**config.mk**
```make
export PLATFORM = sky130hd
export DESIGN_NAME = sample_bit_packer_row_flush_core
export DESIGN_NICKNAME = d
export VERILOG_FILES = /design/src/hw/rtl/sbp_pkg.sv /design/src/hw/rtl/sbp_calc.sv /design/src/hw/rtl/sample_bit_packer_row_flush_core.sv
export SDC_FILE = /design/constraint.sdc
export NUM_CORES = 1
export LEC_CHECK = 0
export ABC_AREA = 1
export BUFFER_PORTS_ARGS = -buffer_cell sky130_fd_sc_hd__buf_2
export CAP_MARGIN = 10
export CORE_UTILIZATION = 35
export DETAILED_ROUTE_END_ITERATION = 7
export PLACE_DENSITY = 0.63
export SLEW_MARGIN = 20
export SYNTH_ARGS = -nofsm -noshare
export SYNTH_HDL_FRONTEND = slang
export SYNTH_SLANG_ARGS = --single-unit
```
**constraint.sdc**
```tcl
create_clock -name clk_i -period 4.68 [get_ports clk_i]
set_input_delay 0.234 -clock clk_i [delete_from_list [all_inputs] [get_ports clk_i]]
set_output_delay 0.234 -clock clk_i [all_outputs]
set_load 0.02 [all_outputs]
```
**src/hw/rtl/sbp_pkg.sv**
```systemverilog
// Package for the sample bit packer: payload structs and shared constants.
// Used by sbp_calc and sample_bit_packer_row_flush_core; depends on nothing.
`timescale 1ns / 1ps
`default_nettype none

package sbp_pkg;

  localparam int unsigned SampleBitsW      = 6;
  localparam int unsigned MaxSampleBitsDef = 32;
  localparam int unsigned PendBitsW        = 7;
  localparam int unsigned PendCntW         = 3;
  localparam int unsigned ByteW            = 8;

  localparam logic [SampleBitsW-1:0] SampleBitsRst = 6'd8;

  typedef struct packed {
    logic [31:0] sample_value;
    logic        row_end;
  } in_t;

  typedef struct packed {
    logic [ByteW-1:0] packed_byte;
    logic             last_of_run;
  } out_t;

endpackage

`default_nettype wire

```
**src/hw/rtl/sbp_calc.sv**
```systemverilog
// Combinational packing step: turns one sample plus the pending bits into a byte group.
// Depends on sbp_pkg.
`timescale 1ns / 1ps
`default_nettype none

module sbp_calc
  import sbp_pkg::*;
#(
  parameter int unsigned MaxSampleBits = MaxSampleBitsDef,
  localparam int unsigned AccW     = MaxSampleBits + PendBitsW,
  localparam int unsigned MaxBytes = (AccW + ByteW - 1) / ByteW,
  localparam int unsigned CntW     = $clog2(MaxBytes + 1)
) (
  input  logic [SampleBitsW-1:0]          sample_bits_i,
  input  logic [PendBitsW-1:0]            pend_bits_i,
  input  logic [PendCntW-1:0]             pend_cnt_i,
  input  in_t                             item_i,
  output logic [MaxBytes-1:0][ByteW-1:0]  bytes_o,
  output logic [CntW-1:0]                 cnt_o,
  output logic [PendBitsW-1:0]            pend_bits_o,
  output logic [PendCntW-1:0]             pend_cnt_o
);

  localparam int unsigned StreamW = MaxBytes * ByteW;
  localparam int unsigned BitCntW = $clog2(AccW + 1);
  localparam int unsigned ShW     = $clog2(StreamW + 1);
  localparam logic [SampleBitsW-1:0] WidthMax = SampleBitsW'(MaxSampleBits);

  logic [SampleBitsW-1:0] width;
  logic [32:0]            mask;
  logic [31:0]            sample;
  logic [StreamW-1:0]     sample_x;
  logic [AccW-1:0]        acc;
  logic [BitCntW-1:0]     bit_cnt;
  logic [ShW-1:0]         shamt;
  logic [StreamW-1:0]     stream;
  logic [2:0]             rem;
  logic                   flush;
  logic [7:0]             rem_mask;

  always_comb begin
    width    = (sample_bits_i > WidthMax) ? WidthMax : sample_bits_i;
    mask     = (33'(1) << width) - 33'(1);
    sample   = item_i.sample_value & mask[31:0];
    sample_x = StreamW'(sample);

    // Pending bits sit above the new sample; the stream is left aligned so that
    // byte k is always at the same fixed position.
    acc      = (AccW'(pend_bits_i) << width) | AccW'(sample);
    bit_cnt  = BitCntW'(pend_cnt_i) + BitCntW'(width);
    shamt    = ShW'(StreamW) - ShW'(bit_cnt);
    stream   = StreamW'(acc) << shamt;
    rem      = bit_cnt[2:0];
    flush    = item_i.row_end && (rem != 3'd0);
    rem_mask = (8'(1) << rem) - 8'(1);

    if (width[2:0] == 3'd0) begin
      // Byte-aligned copy, least significant byte first; pending bits dropped.
      for (int k = 0; k < MaxBytes; k++) begin
        bytes_o[k] = sample_x[ByteW*k +: ByteW];
      end
      cnt_o       = CntW'(width >> 3);
      pend_bits_o = '0;
      pend_cnt_o  = '0;
    end else begin
      for (int k = 0; k < MaxBytes; k++) begin
        bytes_o[k] = stream[StreamW-1-ByteW*k -: ByteW];
      end
      cnt_o       = CntW'(bit_cnt >> 3) + CntW'(flush);
      pend_bits_o = flush ? '0 : (acc[PendBitsW-1:0] & rem_mask[PendBitsW-1:0]);
      pend_cnt_o  = flush ? '0 : rem;
    end
  end

endmodule

`default_nettype wire

```
**src/hw/rtl/sample_bit_packer_row_flush_core.sv**
```systemverilog
// Top level of the MSB-first sample bit packer with row-end flush; byte-aligned widths go least significant byte first.
// Depends on sbp_pkg and sbp_calc.
//
//   Channel  | Direction | Handshake                     | Transaction
//   ---------+-----------+-------------------------------+------------------------------
//   cfg      | in        | cfg_we_i                      | sample_bits write (6 bits)
//   in       | in        | in_valid_i / in_stall_o       | one sample plus row-end mark
//   out      | out       | out_valid_o / out_stall_i     | one packed byte plus last mark
//
// An input transaction is packed in the cycle it is accepted, and its byte group is
// registered. A group is then sent out one byte per cycle while out_stall_i is low, since
// there is a single output byte port; a group holds up to five bytes, for a packed width
// just below the maximum that meets pending bits and ends a row.
// Reset clears the pending bits, all valid flags, and sets sample_bits to 8; no sweep.
// A stalled output holds its byte; the staging register lets the next sample be taken
// while the current group is still draining.
`timescale 1ns / 1ps
`default_nettype none

module sample_bit_packer_row_flush_core
  import sbp_pkg::*;
#(
  parameter int unsigned MaxSampleBits = MaxSampleBitsDef
) (
  input  logic                   clk_i,
  input  logic                   rst_ni,
  input  logic                   cfg_we_i,
  input  logic [SampleBitsW-1:0] cfg_wdata_i,
  input  logic                   in_valid_i,
  output logic                   in_stall_o,
  input  in_t                    in_data_i,
  output logic                   out_valid_o,
  input  logic                   out_stall_i,
  output out_t                   out_data_o
);

  localparam int unsigned AccW     = MaxSampleBits + PendBitsW;
  localparam int unsigned MaxBytes = (AccW + ByteW - 1) / ByteW;
  localparam int unsigned CntW     = $clog2(MaxBytes + 1);
  localparam int unsigned IdxW     = $clog2(MaxBytes);

  // Configuration and packing state.
  logic [SampleBitsW-1:0] sample_bits_q;
  logic [PendBitsW-1:0]   pend_bits_q, pend_bits_d;
  logic [PendCntW-1:0]    pend_cnt_q, pend_cnt_d;

  // Byte group from the packing step.
  logic [MaxBytes-1:0][ByteW-1:0] calc_bytes;
  logic [CntW-1:0]                calc_cnt;

  // Staging register: one finished group waiting for the output stage.
  logic                           stg_valid_q, stg_valid_d;
  logic [MaxBytes-1:0][ByteW-1:0] stg_bytes_q;
  logic [CntW-1:0]                stg_cnt_q;

  // Output stage: the group being sent and the index of the byte on the port.
  logic                           emit_valid_q, emit_valid_d;
  logic [MaxBytes-1:0][ByteW-1:0] emit_bytes_q;
  logic [CntW-1:0]                emit_cnt_q;
  logic [IdxW-1:0]                emit_idx_q, emit_idx_d;

  logic in_fire;
  logic out_fire;
  logic emit_last;
  logic emit_done;
  logic emit_free;
  logic stg_move;

  sbp_calc #(
    .MaxSampleBits(MaxSampleBits)
  ) u_calc (
    .sample_bits_i(sample_bits_q),
    .pend_bits_i  (pend_bits_q),
    .pend_cnt_i   (pend_cnt_q),
    .item_i       (in_data_i),
    .bytes_o      (calc_bytes),
    .cnt_o        (calc_cnt),
    .pend_bits_o  (pend_bits_d),
    .pend_cnt_o   (pend_cnt_d)
  );

  // The current byte is the last of its group when its index plus one equals the count.
  assign emit_last = (CntW'(emit_idx_q) + CntW'(1)) == emit_cnt_q;
  assign out_fire  = emit_valid_q && !out_stall_i;
  assign emit_done = out_fire && emit_last;
  assign emit_free = !emit_valid_q || emit_done;
  assign stg_move  = stg_valid_q && emit_free;

  // The input only waits while the staging register is full and cannot move on.
  assign in_stall_o = stg_valid_q && !emit_free;
  assign in_fire    = in_valid_i && !in_stall_o;

  // Samples that give no byte only update the pending bits.
  assign stg_valid_d = (stg_valid_q && !stg_move) || (in_fire && (calc_cnt != '0));

  always_comb begin
    emit_valid_d = emit_valid_q;
    emit_idx_d   = emit_idx_q;
    if (stg_move) begin
      emit_valid_d = 1'b1;
      emit_idx_d   = '0;
    end else if (emit_done) begin
      emit_valid_d = 1'b0;
    end else if (out_fire) begin
      emit_idx_d = emit_idx_q + IdxW'(1);
    end
  end

  always_ff @(posedge clk_i or negedge rst_ni) begin
    if (!rst_ni) begin
      sample_bits_q <= SampleBitsRst;
      pend_bits_q   <= '0;
      pend_cnt_q    <= '0;
      stg_valid_q   <= 1'b0;
      emit_valid_q  <= 1'b0;
      emit_idx_q    <= '0;
    end else begin
      if (cfg_we_i) begin
        sample_bits_q <= cfg_wdata_i;
      end
      if (in_fire) begin
        pend_bits_q <= pend_bits_d;
        pend_cnt_q  <= pend_cnt_d;
      end
      stg_valid_q  <= stg_valid_d;
      emit_valid_q <= emit_valid_d;
      emit_idx_q   <= emit_idx_d;
    end
  end

  // Payload registers carry no reset.
  always_ff @(posedge clk_i) begin
    if (in_fire) begin
      stg_bytes_q <= calc_bytes;
      stg_cnt_q   <= calc_cnt;
    end
    if (stg_move) begin
      emit_bytes_q <= stg_bytes_q;
      emit_cnt_q   <= stg_cnt_q;
    end
  end

  assign out_valid_o            = emit_valid_q;
  assign out_data_o.packed_byte = emit_bytes_q[emit_idx_q];
  assign out_data_o.last_of_run = emit_last;

  // A staged group always holds at least one byte.
  a_stg_nonempty: assert property (@(posedge clk_i) disable iff (!rst_ni)
    stg_valid_q |-> (stg_cnt_q != '0))
    else $error("staged byte group is empty");

  // The output index never runs past the group's byte count.
  a_emit_idx: assert property (@(posedge clk_i) disable iff (!rst_ni)
    emit_valid_q |-> (CntW'(emit_idx_q) < emit_cnt_q))
    else $error("output byte index beyond group count");

  // A row end always leaves no pending bits behind.
  a_row_flush: assert property (@(posedge clk_i) disable iff (!rst_ni)
    (in_fire && in_data_i.row_end) |=> (pend_cnt_q == '0))
    else $error("pending bits left after row end");

endmodule

`default_nettype wire
```
==> impl_summary.log, run 1 <==
INFO  metric first_pass_grt_wire_length = 47.08 mm
INFO  metric remaining_drc_errors = 0
INFO  metric critPathKind = reg -> reg
INFO  metric rsz_0062_raised_after_global_routing = no
INFO  metric globalplace.congestion = 0.9668
INFO  metric worst_setup_hold_path_clk_slew = 0.08 ns
INFO  metric static-leakage-power = 4.235 nW
INFO  metric layout.cells.most_common_list = 337 x sky130_fd_sc_hd__nand3_1, 263 x sky130_fd_sc_hd__nand2_1, 88 x sky130_fd_sc_hd__inv_1
INFO  metric async_flop_share = 0.1963
INFO  metric groute.usage.overall = 0.2408
INFO  metric numPortBuffers = 54
INFO  metric netlist_area = 8598 µm²
INFO  metric final_core_utilization = 0.3967
INFO  metric floorplan.rows = 56
INFO  metric 1st_iter_drt_viols = 971
INFO  metric synth_enable_flop_cells = 86
INFO  metric ctsHoldBuffers = 1
INFO  metric pre_cts_ws = 0.5654 ns
INFO  metric vias_in_the_first_global_route = between 8k and 9k
INFO  metric flow.area_growth_from_synthesis = 9.590%
INFO  metric post_synth_net_total = approximately 1.3k
INFO  metric average_instance_area_after_synthesis = 6.996 µm²
INFO  metric cp_data_required_time = approximately 4.8 ns
INFO  metric mostFrequentLayoutCell = sky130_fd_sc_hd__nand3_1
INFO  metric antenna_found_initial = 4
INFO  metric timing_hold_violations_final = 0
INFO  metric finalCritPeriodShare = 0.8957
INFO  metric finClkSkew = 0.01170 ns
INFO  metric status = complete, no violations
INFO  metric start_util = 0.3620
INFO  metric endpoint_kind = flip-flop
INFO  metric setup_total_negative_slack = 0 ns
INFO  metric die_height = about 160 µm
INFO  metric tritoncts.num_buffers = 9
INFO  metric avgViaCountPerCell = around 5.7
INFO  metric core-area = 23750 µm²
INFO  metric die-width = 158.7 µm
INFO  metric synth.area.top_cells = sky130_fd_sc_hd__edfxtp_1 30%, sky130_fd_sc_hd__nand3_1 20%, sky130_fd_sc_hd__nand2_1 11%
INFO  metric tritoncts = done
INFO  metric dp_hpwl = 23.51 mm
INFO  metric cp.arrival = 4.29 ns
INFO  metric critical_path.startpoint_type = flip-flop
INFO  metric nets = 1302
INFO  metric finalWirelength = 30.46 mm
INFO  metric worst-r2r-setup-slack = 0.49 ns
INFO  metric postCtsResizedCells = 0
INFO  metric yosys_warnings = 0
INFO  metric synthFlopType = sky130_fd_sc_hd__edfxtp_1
INFO  metric dr_total_vias = 8970
INFO  metric synth.distinct_cells = 50
INFO  metric clockRootBuffer = sky130_fd_sc_hd__clkbuf_16
INFO  metric fin_crit = roughly 4.2 ns
INFO  metric clock_latency = around 0.36 ns
INFO  metric power_per_cell_area = just under 800 nW/µm²
INFO  metric worst_slew_pin_slew = 0.8822 ns
INFO  metric yosysTopAreaCellShare = 0.3003
INFO  metric pre_repair_dr_iteration_count = 7
INFO  metric synthCells = 1229
INFO  metric gr-total-overflow = 0
INFO  metric maximum_operating_frequency = 238.5 MHz
INFO  metric cts_num_sinks = 107
INFO  metric post-cts-setup-buffer-count = 0
INFO  metric htree_num_levels = 3
INFO  metric top_level_ports = between 50 and 60
INFO  metric grt_start_max_net_pins = 53
INFO  metric cts.path.max_buffers = 2
INFO  metric yosysTopAreaCell = sky130_fd_sc_hd__edfxtp_1
INFO  metric vdd.ir_drop.worst = 0.0004699 V
INFO  metric wire_per_inst = 19.38 µm
INFO  metric post_dp_cell_area = 9095 µm²
INFO  metric cap_viol_max_count = 0
INFO  metric timing.max_slew.rel_slack = 0.4105
INFO  metric antenna_violating_nets_post_route = 0
INFO  metric drive_above_1_share = 0.1119
INFO  metric max_slew_violation_count = 0
INFO  metric critPathMaxFanout = 41
INFO  metric ys_seq_elements = 107
INFO  metric power_consumption = 7.484 mW
INFO  metric worst_hold_path_type = in -> reg
INFO  metric floorplan.die_area = 25200 µm²
INFO  metric fin_ws = 0.4880 ns
INFO  metric setup-violations-final = 0
INFO  metric layout.cell_area.non_filler = 9423 µm²
INFO  metric ys_seq_area_frac = 0.3616
critical path, cell delays in order, from the launching register on:
cell                      delay, ns
sky130_fd_sc_hd__dfrtp_1       0.39
sky130_fd_sc_hd__inv_2         0.23
sky130_fd_sc_hd__nand2_1       0.28
sky130_fd_sc_hd__inv_1         0.17
sky130_fd_sc_hd__ha_1          0.19
sky130_fd_sc_hd__inv_1         0.06
sky130_fd_sc_hd__fa_1          0.37
sky130_fd_sc_hd__or3_1         0.43
sky130_fd_sc_hd__nand2_2       0.13
sky130_fd_sc_hd__inv_2         0.09
sky130_fd_sc_hd__ha_1          0.31
sky130_fd_sc_hd__buf_4         0.40
sky130_fd_sc_hd__nand3_1       0.28
sky130_fd_sc_hd__nand3_1       0.14
sky130_fd_sc_hd__o21ai_1       0.09
sky130_fd_sc_hd__or2_0         0.22
sky130_fd_sc_hd__nand3_1       0.08
sky130_fd_sc_hd__nand2_1       0.07
cell usage after synthesis, types with 2 or more instances:
cell type,instances
sky130_fd_sc_hd__inv_2,9
sky130_fd_sc_hd__or2_1,3
sky130_fd_sc_hd__nand2_4,2
sky130_fd_sc_hd__ha_1,11
sky130_fd_sc_hd__or2_2,7
sky130_fd_sc_hd__nand2_2,4
sky130_fd_sc_hd__xor2_1,3
sky130_fd_sc_hd__nand3b_1,3
sky130_fd_sc_hd__buf_2,18
sky130_fd_sc_hd__nor2_2,9
sky130_fd_sc_hd__a21oi_1,47
sky130_fd_sc_hd__o211ai_1,14
sky130_fd_sc_hd__o31ai_1,2
sky130_fd_sc_hd__buf_4,8
sky130_fd_sc_hd__o21ai_1,28
sky130_fd_sc_hd__inv_1,88
sky130_fd_sc_hd__xnor2_1,3
sky130_fd_sc_hd__a221o_1,8
sky130_fd_sc_hd__dfrtp_1,20
sky130_fd_sc_hd__o22ai_1,9
sky130_fd_sc_hd__o21ai_2,2
sky130_fd_sc_hd__buf_1,4
sky130_fd_sc_hd__o21ai_0,61
sky130_fd_sc_hd__a31oi_1,3
sky130_fd_sc_hd__nand2_1,263
sky130_fd_sc_hd__or2_0,2
sky130_fd_sc_hd__clkbuf_1,35
sky130_fd_sc_hd__buf_6,3
sky130_fd_sc_hd__nand3_2,2
sky130_fd_sc_hd__clkinv_1,4
sky130_fd_sc_hd__nor2_4,5
sky130_fd_sc_hd__nand3_1,337
sky130_fd_sc_hd__o32ai_1,2
sky130_fd_sc_hd__edfxtp_1,86
sky130_fd_sc_hd__nor3_1,7
sky130_fd_sc_hd__inv_4,2
sky130_fd_sc_hd__nor2_1,75
sky130_fd_sc_hd__nand4_1,28
per-stage QoR:
stage,instances,hold WS (ns)
after detailed placement,1553,0.2344
after global placement,1553,0.2341
after CTS,1570,0.07165
final,1572,0.07792
after global routing,1570,0.08337
after floorplan,1229,-0.06159
cells by family (layout without fill, tap and decap cells):
kind of cell	Yosys count	after routing	share of synthesized area
adder cells (fa/ha/maj)	12	12	0.01834
other	0	2	0
flip-flops	107	107	0.3616
AO/OA/AOI/OAI	180	180	0.1189
multiplexers	1	1	0.001310
AND/OR/NAND/NOR	750	750	0.4047
XOR/XNOR	8	8	0.01121
buffers and inverters	171	193	0.08396
worst paths after layout:
check / startpoint / endpoint / depth (start not counted)
hold reg to reg: stg_bytes_q[34]$_SDFFCE_PP0P_ / emit_bytes_q[34]$_DFFE_PP_ / 0
hold / removal: cfg_wdata_i[4] / sample_bits_q[4]$_DFFE_PN0P_ / 3
setup / recovery: sample_bits_q[5]$_DFFE_PN0P_ / stg_bytes_q[13]$_DFFE_PP_ / 17
min in group asynchronous: rst_ni / sample_bits_q[2]$_DFFE_PN0P_ / 2
setup reg to reg: sample_bits_q[5]$_DFFE_PN0P_ / stg_bytes_q[13]$_DFFE_PP_ / 17
max in group asynchronous: rst_ni / sample_bits_q[3]$_DFFE_PN1P_ / 2
sequential cells by signal, indices dropped and copies added, names as in the netlist:
name,cells
emit_bytes_q,40
stg_bytes_q,40
pend_bits_q,7
sample_bits_q,6
emit_cnt_q,3
emit_idx_q,3
pend_cnt_q,3
stg_cnt_q,3
out_valid_o,1
stg_valid_q,1
report_power, final:
group | switching (mW) | internal (mW)
logic | 3.66 | 1.48
clock network | 0.364 | 0.425
registers | 0.118 | 1.43
layout make-up:
cell class | instances | area [µm²]
Antenna cell | 2 | 5.005
Clock buffer | 9 | 225.2
Clock inverter | 7 | 87.58
Fill cell | 2491 | 14330
Inverter | 103 | 391.6
Multi-Input combinational cell | 951 | 4782
Sequential cell | 107 | 3109
Tap cell | 319 | 399.1
Timing Repair Buffer | 74 | 422.9
per-layer routing:
layer	track usage	up-vias	part of all wire
met5	0	-	0.0017
met2	0.3628	458	0.43
met4	0.1077	2	0.035
met3	0.04859	65	0.090
met1	0.3305	4130	0.44
li1	-	4315	-
Note: power is estimated with default switching activity, not from simulation.
==> inputs of run 2 (changes only) <==
--- a/config.mk
+++ b/config.mk
@@ -8,9 +8,10 @@
 export ABC_AREA = 1
 export BUFFER_PORTS_ARGS = -buffer_cell sky130_fd_sc_hd__buf_2
 export CAP_MARGIN = 10
-export CORE_UTILIZATION = 35
+export CORE_UTILIZATION = 60
 export DETAILED_ROUTE_END_ITERATION = 7
-export PLACE_DENSITY = 0.63
+export HOLD_SLACK_MARGIN = 0.12
+export PLACE_DENSITY = 0.91
 export SLEW_MARGIN = 20
 export SYNTH_ARGS = -nofsm -noshare
 export SYNTH_HDL_FRONTEND = slang
==> run 2 against run 1 <==
Net effect: clock skew down 0.0023 ns; critical path type unchanged; sequential share of layout area up 0.61 points; clock power down 8.5%; critical endpoint is now stg_bytes_q[16]$_DFFE_PP_.
==> impl_summary.log, run 2 (synthesis gave the netlist of run 1 again) <==
INFO  metric status = complete, no violations
INFO  metric crit_chain = inv_2 > nand2_1 > inv_1 > ha_1 > inv_1 > fa_1 > or3_1 > a21oi_2 > xor2_2 > nand2_2 > xor2_4 > inv_2 > nor2_4 > inv_4 > nor2_8 > inv_4 > nand2_1 > nand2_1 > o21ai_1
INFO  metric clock_latency = roughly 0.36 ns
INFO  metric avgViaCountPerCell = 6.505
INFO  metric critical_path.startpoint_type = flip-flop
INFO  metric finalWirelength = approximately 30 mm
INFO  metric largestRegisters = emit_bytes_q x40, stg_bytes_q x40, pend_bits_q x7
INFO  metric route.met3.wl = 3.243 mm
INFO  metric pre_repair_dr_iteration_count = 7
INFO  metric timing_hold_violations_final = 0
INFO  metric worst_slew_pin_slew = about 0.8 ns
INFO  metric finalCritPeriodShare = 0.9007
INFO  metric rr_endpoint = stg_bytes_q[16]$_DFFE_PP_
INFO  metric antenna-diode-count = 0
INFO  metric hold_path.startpoint = cfg_we_i
INFO  metric vdd.ir_drop.worst = just under 0.0006 V
INFO  metric timing.max_slew.rel_slack = 0.4638
INFO  metric slowest_stage = sky130_fd_sc_hd__or3_1
INFO  metric vias_in_the_first_global_route = 8370
INFO  metric critical_path.n_buffers_inverters = 6
INFO  metric start_util = 0.6170
INFO  metric setup-violations-final = 0
INFO  metric min_delay_worst_endpoint = sample_bits_q[3]$_DFFE_PN1P_
INFO  metric die-width = 121.7 µm
INFO  metric met1Wirelength = between 10 and 15 mm
INFO  metric core-area = 13930 µm²
INFO  metric cap_viol_max_count = 0
INFO  metric finClkSkew = 0.009403 ns
INFO  metric cp_data_required_time = slightly below 5 ns
INFO  metric first_pass_grt_wire_length = ~45 mm
INFO  metric endpoint_kind = flip-flop
INFO  metric cp.arrival = between 4 and 5 ns
INFO  metric die_height = 121.7 µm
INFO  metric flow.area_growth_from_synthesis = 7.611%
INFO  metric crit_path_frequent_cell = sky130_fd_sc_hd__nand2_1
INFO  metric drive_above_1_share = 0.1084
INFO  metric mostFrequentLayoutCell = sky130_fd_sc_hd__nand3_1
INFO  metric fillCellCount = 1223
INFO  metric wire_per_inst = 20.89 µm
INFO  metric worst-r2r-setup-slack = 0.46 ns
INFO  metric htree_num_levels = 3
INFO  metric top_level_ports = 55
INFO  metric remaining_drc_errors = 0
INFO  metric grt_start_max_net_pins = 53
INFO  metric cts_num_sinks = 107
INFO  metric critPathMaxFanout = 14
INFO  metric maximum_operating_frequency = 237.2 MHz
INFO  metric dr_total_vias = slightly above 9k
INFO  metric placed_cells = 1412
INFO  metric antenna_found_initial = 1
INFO  metric groute.usage.overall = 0.4110
INFO  metric fin_crit = approximately 4.2 ns
INFO  metric rsz_0062_raised_after_global_routing = no
INFO  metric power_per_cell_area = 800.4 nW/µm²
INFO  metric floorplan.rows = 43
INFO  metric detailroute.wirelength.met2 = around 14 mm
INFO  metric setup_total_negative_slack = 0 ns
INFO  metric tritoncts.num_buffers = 9
INFO  metric floorplan.die_area = between 10000 and 15000 µm²
INFO  metric static-leakage-power = 4.235 nW
INFO  metric clockRootBuffer = sky130_fd_sc_hd__clkbuf_16
INFO  metric gr-total-overflow = 0
INFO  metric cts.path.max_buffers = 2
INFO  metric critPathMaxStageDelay = 0.43 ns
INFO  metric cpLargestDelayFamily = simple AND/OR/NAND/NOR gates
INFO  metric worst_setup_hold_path_clk_slew = 0.08 ns
INFO  metric route.top_layer_used = met5
INFO  metric critPathKind = reg -> reg
INFO  metric postCtsResizedCells = 0
INFO  metric hold-path-cell-count = 2
INFO  metric 1st_iter_drt_viols = 1430
INFO  metric max_slew_violation_count = 0
INFO  metric globalplace.congestion = approximately 1.1
INFO  metric fin_cells = 1435
INFO  metric tritoncts = done
INFO  metric crit-reg2reg-launch = sample_bits_q[5]$_DFFE_PN0P_
INFO  metric number_of_cells_on_the_worst_reg_to_reg_path = 19
INFO  metric numPortBuffers = 54
INFO  metric dp_hpwl = between 20 and 25 mm
INFO  metric final_core_utilization = 0.6640
INFO  metric power_consumption = 7.406 mW
INFO  metric antenna_violating_nets_post_route = 0
INFO  metric layout.cells.most_common_list = 337 x sky130_fd_sc_hd__nand3_1, 263 x sky130_fd_sc_hd__nand2_1, 88 x sky130_fd_sc_hd__inv_1
INFO  metric nets = roughly 1.3k
INFO  metric worst_hold_path_type = in -> reg
run 2: cell types whose count changed in the layout (fill, tap and decap cells not counted), moves of 2 or more:
cell / delta
sky130_fd_sc_hd__buf_4: -2
sky130_fd_sc_hd__diode_2: -2
sky130_fd_sc_hd__dlygate4sd3_1: +6
sky130_fd_sc_hd__inv_6: +2
run 2: how the worst max path moves through the flow:
| stage | slack [ns] | startpoint | cells after the start | endpoint |
|---|---|---|---|---|
| after detailed placement | 0.59 | sample_bits_q[5]$_DFFE_PN0P_ | 19 | stg_bytes_q[16]$_DFFE_PP_ |
| final | 0.46 | sample_bits_q[5]$_DFFE_PN0P_ | 19 | stg_bytes_q[16]$_DFFE_PP_ |
| after floorplan | 0.98 | emit_idx_q[0]$_DFFE_PN0P_ | 10 | emit_idx_q[1]$_DFFE_PN0P_ |
| after CTS | 0.53 | sample_bits_q[5]$_DFFE_PN0P_ | 19 | stg_bytes_q[16]$_DFFE_PP_ |
| after global placement | 0.72 | sample_bits_q[5]$_DFFE_PN0P_ | 19 | stg_bytes_q[16]$_DFFE_PP_ |
| after global routing | 0.22 | sample_bits_q[5]$_DFFE_PN0P_ | 22 | stg_bytes_q[16]$_DFFE_PP_ |
run 2: worst reg2reg max path, cell delays in order (launching register included):
cell	delay, ns
sky130_fd_sc_hd__dfrtp_1	0.39
sky130_fd_sc_hd__inv_2	0.22
sky130_fd_sc_hd__nand2_1	0.27
sky130_fd_sc_hd__inv_1	0.17
sky130_fd_sc_hd__ha_1	0.18
sky130_fd_sc_hd__inv_1	0.06
sky130_fd_sc_hd__fa_1	0.38
sky130_fd_sc_hd__or3_1	0.43
sky130_fd_sc_hd__a21oi_2	0.20
sky130_fd_sc_hd__xor2_2	0.29
sky130_fd_sc_hd__nand2_2	0.14
sky130_fd_sc_hd__xor2_4	0.35
sky130_fd_sc_hd__inv_2	0.10
sky130_fd_sc_hd__nor2_4	0.34
sky130_fd_sc_hd__inv_4	0.12
sky130_fd_sc_hd__nor2_8	0.20
sky130_fd_sc_hd__inv_4	0.08
sky130_fd_sc_hd__nand2_1	0.06
sky130_fd_sc_hd__nand2_1	0.05
sky130_fd_sc_hd__o21ai_1	0.06
run 2: power breakdown:
part | switching (mW) | internal, mW | leakage [nW] | total [mW]
Clock | 0.355 | 0.367 | 0.135 | 0.723
Combinational | 3.62 | 1.47 | 3.04 | 5.10
Sequential | 0.154 | 1.43 | 1.06 | 1.59
run 2: metal layers:
layer	GRT usage	vias up
met5	0	-
met3	0.08848	121
met4	0.2106	2
met1	0.5210	4208
li1	-	4334
met2	0.6598	669
run 2: per-stage QoR:
step                setup WS, ns  hold slack [ns]  cell area [µm²]
floorplan                 0.9842         -0.06159             8598
global placement          0.7205           0.2179             8906
detailed placement        0.5913           0.2310             8906
CTS                       0.5288           0.1607             9253
global route              0.2183           0.2182             9253
finish                    0.4645           0.1852             9253
run 2: layout make-up:
class | instances | area, µm² | area share
clock buffer | 10 | 229.0 | 0.02475
clock inverter | 6 | 47.55 | 0.005139
inverter | 103 | 391.6 | 0.04233
multi-input combinational | 951 | 4782 | 0.5168
sequential | 107 | 3109 | 0.3360
tap | 180 | 225.2 | 0.02434
timing repair buffer | 78 | 467.9 | 0.05057
run 2: what timing repair did:
action	CTS	global route
hold endpoints to repair	26	0
hold buffers	7	0
setup buffers	0	0
